`src/rtl/core/ece_fifo.sv`:
```
// small first-in first-out queue
module ece_fifo #(
   parameter int Width = 8,
   parameter int Depth = 4
) (
   input  logic             clock,
   input  logic             reset,
   input  logic             push,
   input  logic [Width-1:0] push_data,
   input  logic             pop,
   output logic [Width-1:0] pop_data,
   output logic             empty,
   output logic             full
);

   localparam int PtrW = $clog2(Depth);
   localparam int CntW = PtrW + 1;

   logic [Width-1:0] mem_ff [Depth];
   logic [CntW-1:0]  wr_ptr_ff, wr_ptr_in;
   logic [CntW-1:0]  rd_ptr_ff, rd_ptr_in;
   logic             do_push, do_pop;

   assign empty = wr_ptr_ff == rd_ptr_ff;
   assign full  = (wr_ptr_ff[PtrW] != rd_ptr_ff[PtrW]) &&
                  (wr_ptr_ff[PtrW-1:0] == rd_ptr_ff[PtrW-1:0]);
   assign do_push   = push && !full;
   assign do_pop    = pop && !empty;
   assign wr_ptr_in = wr_ptr_ff + CntW'(do_push);
   assign rd_ptr_in = rd_ptr_ff + CntW'(do_pop);
   assign pop_data  = mem_ff[rd_ptr_ff[PtrW-1:0]];

   always_ff @(posedge clock) begin
      if (reset) begin
         wr_ptr_ff <= '0;
         rd_ptr_ff <= '0;
      end else begin
         wr_ptr_ff <= wr_ptr_in;
         rd_ptr_ff <= rd_ptr_in;
      end
   end

   always_ff @(posedge clock) begin
      if (do_push) begin
         mem_ff[wr_ptr_ff[PtrW-1:0]] <= push_data;
      end
   end

endmodule

```
`config.mk`:
```
export PLATFORM = sky130hd
export DESIGN_NAME = ece_fifo
export DESIGN_NICKNAME = d
export VERILOG_FILES = /design/src/rtl/core/ece_fifo.sv
export SDC_FILE = /design/constraint.sdc
export NUM_CORES = 1
export LEC_CHECK = 0
export BUFFER_PORTS_ARGS = -buffer_cell sky130_fd_sc_hd__buf_2
export CORE_ASPECT_RATIO = 1.75
export CORE_MARGIN = 2
export CORE_UTILIZATION = 45
export DETAILED_ROUTE_END_ITERATION = 8
export PLACE_DENSITY = 0.68
export SLEW_MARGIN = 20
export SYNTH_ARGS = -nofsm -noshare
export SYNTH_HDL_FRONTEND = slang
export SYNTH_SLANG_ARGS = --single-unit
export TNS_END_PERCENT = 10
```
`constraint.sdc`:
```
create_clock -name clock -period 1.9 [get_ports clock]
set_clock_uncertainty 0.15 [all_clocks]
set_input_delay 0.38 -clock clock [delete_from_list [all_inputs] [get_ports clock]]
set_output_delay 0.38 -clock clock [all_outputs]
set_load 0.02 [all_outputs]
```
==> run_results.csv <==
group,metric,value,unit
outcome,status,"finished with violations",
outcome,violations,"setup timing",
clock_network,clk_pin_slew_worst_paths,0.07,ns
power_and_ir_drop,switchingPower,0.000530,W
cells_and_area,fill_cells,265,
setup_path,timing.rr.start,"rd_ptr_ff[0]",
cells_and_area,final_cell_mix,"edfxtp_1 (32), buf_2 (12), buf_4 (10)",
die,die-area,3930,sq um
power_and_ir_drop,pwr-share-seq,0.462,
yosys,synth_xor_area_frac,0.0552,
yosys,yosys.area_share.simple,0.0406,
cells_and_area,instances_no_fill,159,
sta,max_slew_margin,0.697,
routing,drtIter0Drc,24,
setup_path,path_max_fanout,8,
yosys,synth_top_family_by_area,"multiplexers",
power_and_ir_drop,combPwrFrac,0.246,
sta,setup_ws,-0.0612,ns
global_routing,gr-usage-all-layers,0.142,
global_routing,top_usage_layer,"met2",
power_and_ir_drop,p_leak,0.699,nW
die,placementRows,28,
yosys,synthMuxAreaShare,0.117,
cells_and_area,final_common_cell,"edfxtp_1",
power_and_ir_drop,switching_share,0.250,
sta,final_hold_viol_count,0,
clock_network,clk_path_buf_depth,2,
routing,viasPerCell,5.13,
yosys,yosysUniqueCellTypes,19,
placement,gp_congestion,0.694,
power_and_ir_drop,power.clock.fraction,0.292,
routing,wl,2440,microns
global_routing,met2_usage,0.238,
yosys,syn_nets,95,
global_routing,grt_pass1_vias,813,
die,start_util,0.463,
sta,slew_violations,0,
worst_hold_path,worstHoldPathCells,1,
global_routing,grt_max_degree,12,
routing,wl_per_cell,15.4,microns
cells_and_area,nets,129,
setup_path,start_kind,"register",
placement,pre_cts_slack,0.131,ns
routing,dr.pass1.iters,2,
placement,dp.cells,150,
setup_path,end_kind,"primary output",
routing,dr_total_vias,816,
yosys,yosysSeqAreaShare,0.701,
clock_network,cts_max_level,2,
yosys,synthAdderAreaFrac,0.0325,
power_and_ir_drop,ir_worst_vdd,788,uV
job,drv_cap,0,
setup_path,rr_worst_depth,8,
clock_network,root_buffer,"clkbuf_8",
setup_path,rrSetupSlack,0.02,ns
setup_path,r2r-end,"wr_ptr_ff[2]",
clock_network,cts_sinks,38,
global_routing,grt-ovfl-total,0,
die,pin_count,22,
clock_network,cts_made_buffers,5,
yosys,avgSynthCellArea,19.5,sq um
setup_path,cp_data_required_time,1.37,ns
setup_path,path_class,"reg2out",
sta,final.min_clock_period,1.96,ns
routing,route.detailed.drc,0,
global_routing,antenna_found_initial,0,
global_routing,grt_pass1_wl,3680,microns
sta,fmax,510,MHz
die,die_h,81.4,microns
yosys,yosys_register_bits,38,
cells_and_area,drive_gt1_frac,0.465,
clock_network,insertion_delay,0.28,ns
sta,setup_tns,-0.437,ns
clock_network,cts_tree,"done",
sta,setup_viol,8,
worst_hold_path,hp-start,"push_data[6]",
sta,period_share,1.03,
global_routing,grt_util_met3,0.0396,
power_and_ir_drop,p_int,0.00159,W
worst_hold_path,hp-class,"in2reg",
yosys,synth-compound-area-share,0.0357,
setup_path,crit_arrival,1.43,ns
yosys,netlist_area,1540,sq um
worst_hold_path,worst_hold_path.endpoint,"mem_ff[3][6]",
die,die_w,48.2,microns
routing,ant_nets,0,
global_routing,grtUsageMet1,0.152,
cells_and_area,syn_to_final_growth,25.7,%
sta,rsz0062_at_grt,"yes",
yosys,synth_warnings,0,
sta,worst_pin_slew,0.453,ns
power_and_ir_drop,power_density,1100,nW/um^2
yosys,synth_cells,79,
cells_and_area,antenna_cells,0,
die,core_area,3330,sq um
placement,portBuffers,21,
[repair_timing]
item / CTS / global route
setup endpoints to repair: 8 / 14
hold buffers: 0 / 0
setup buffers: 1 / 0
resized for setup: 6 / 18
[cells in the mapped netlist]
cell      number  area share
edfxtp_1      32        0.62
mux4_2         8        0.12
dfxtp_1        6       0.078
xnor2_1        5       0.028
ha_1           4       0.032
nor2b_1        4       0.016
nor2_1         3      0.0073
a31oi_1        2      0.0081
buf_6          2       0.015
nor3_1         2      0.0065
o31a_1         2       0.011
xor2_2         2       0.021
a311oi_2       1      0.0097
clkbuf_2       1      0.0032
nand2_1        1      0.0024
nand3_1        1      0.0032
nand3b_1       1      0.0049
o311a_1        1      0.0065
xor2_1         1      0.0057
[per-stage QoR]
step                area (sq um)  total power, W  utilization  hold slack (ns)
floorplan                   1540         0.00129            -            0.302
global placement            1740         0.00140        0.521            0.412
detailed placement          1740         0.00142        0.521            0.418
CTS                         1870         0.00207        0.562            0.151
global route                1940         0.00221        0.582            0.152
finish                      1940         0.00212        0.582            0.159
[power groups by stage]
stage / registers (W) / clock network (W) / logic [W]
2_1_floorplan: 0.000986 / 0 / 0.000307
3_3_place_gp: 0.000989 / 0 / 0.000413
3_5_place_dp: 0.000994 / 0 / 0.000424
4_1_cts: 0.000979 / 0.000637 / 0.000452
5_1_grt: 0.000985 / 0.000661 / 0.000568
6_report: 0.000981 / 0.000620 / 0.000524
[worst max-delay path by stage]
| stage | from | endpoint |
|---|---|---|
| after detailed placement | rd_ptr_ff[0] | pop_data[3] |
| after floorplan | rd_ptr_ff[1] | wr_ptr_ff[1] |
| final | rd_ptr_ff[0] | pop_data[2] |
| after CTS | rd_ptr_ff[0] | pop_data[3] |
| after global placement | rd_ptr_ff[0] | pop_data[3] |
| after global routing | rd_ptr_ff[0] | pop_data[2] |
[layout make-up]
type | instances | area (sq um) | share of cell area
tap | 45 | 56.3 | 0.0291
multi-input combinational | 38 | 454 | 0.234
sequential | 38 | 1080 | 0.559
timing repair buffer | 30 | 234 | 0.121
clock buffer | 8 | 110 | 0.0568
[state kept, by name, summed over array words and instances (netlist names)]
signal,count
wr_ptr_ff,3
mem_ff,32
rd_ptr_ff,3
[worst max-delay path, stage by stage (launching register included)]
cell	delay [ns]
dfxtp_2	0.35
buf_12	0.14
mux4_2	0.51
buf_6	0.15
[metal layers]
| layer | wire length, microns | share of wire | vias up |
|---|---|---|---|
| met3 | 68 | 0.028 | 5 |
| met5 | 0 | 0 | - |
| met4 | 54 | 0.022 | 0 |
| met2 | 1400 | 0.57 | 20 |
| li1 | - | - | 380 |
| met1 | 918 | 0.38 | 411 |
[kinds of logic (layout without fill, tap and decap cells)]
family,after synthesis,in the layout
buffers and inverters,3,38
DFF,38,38
xor gates and xnor gates,8,8
muxes,8,8
adders and majority gates,4,4
AOI/OAI and AO/OA,6,6
and+or+nand+nor,12,12
No activity file was read; power rests on OpenSTA's default activity.
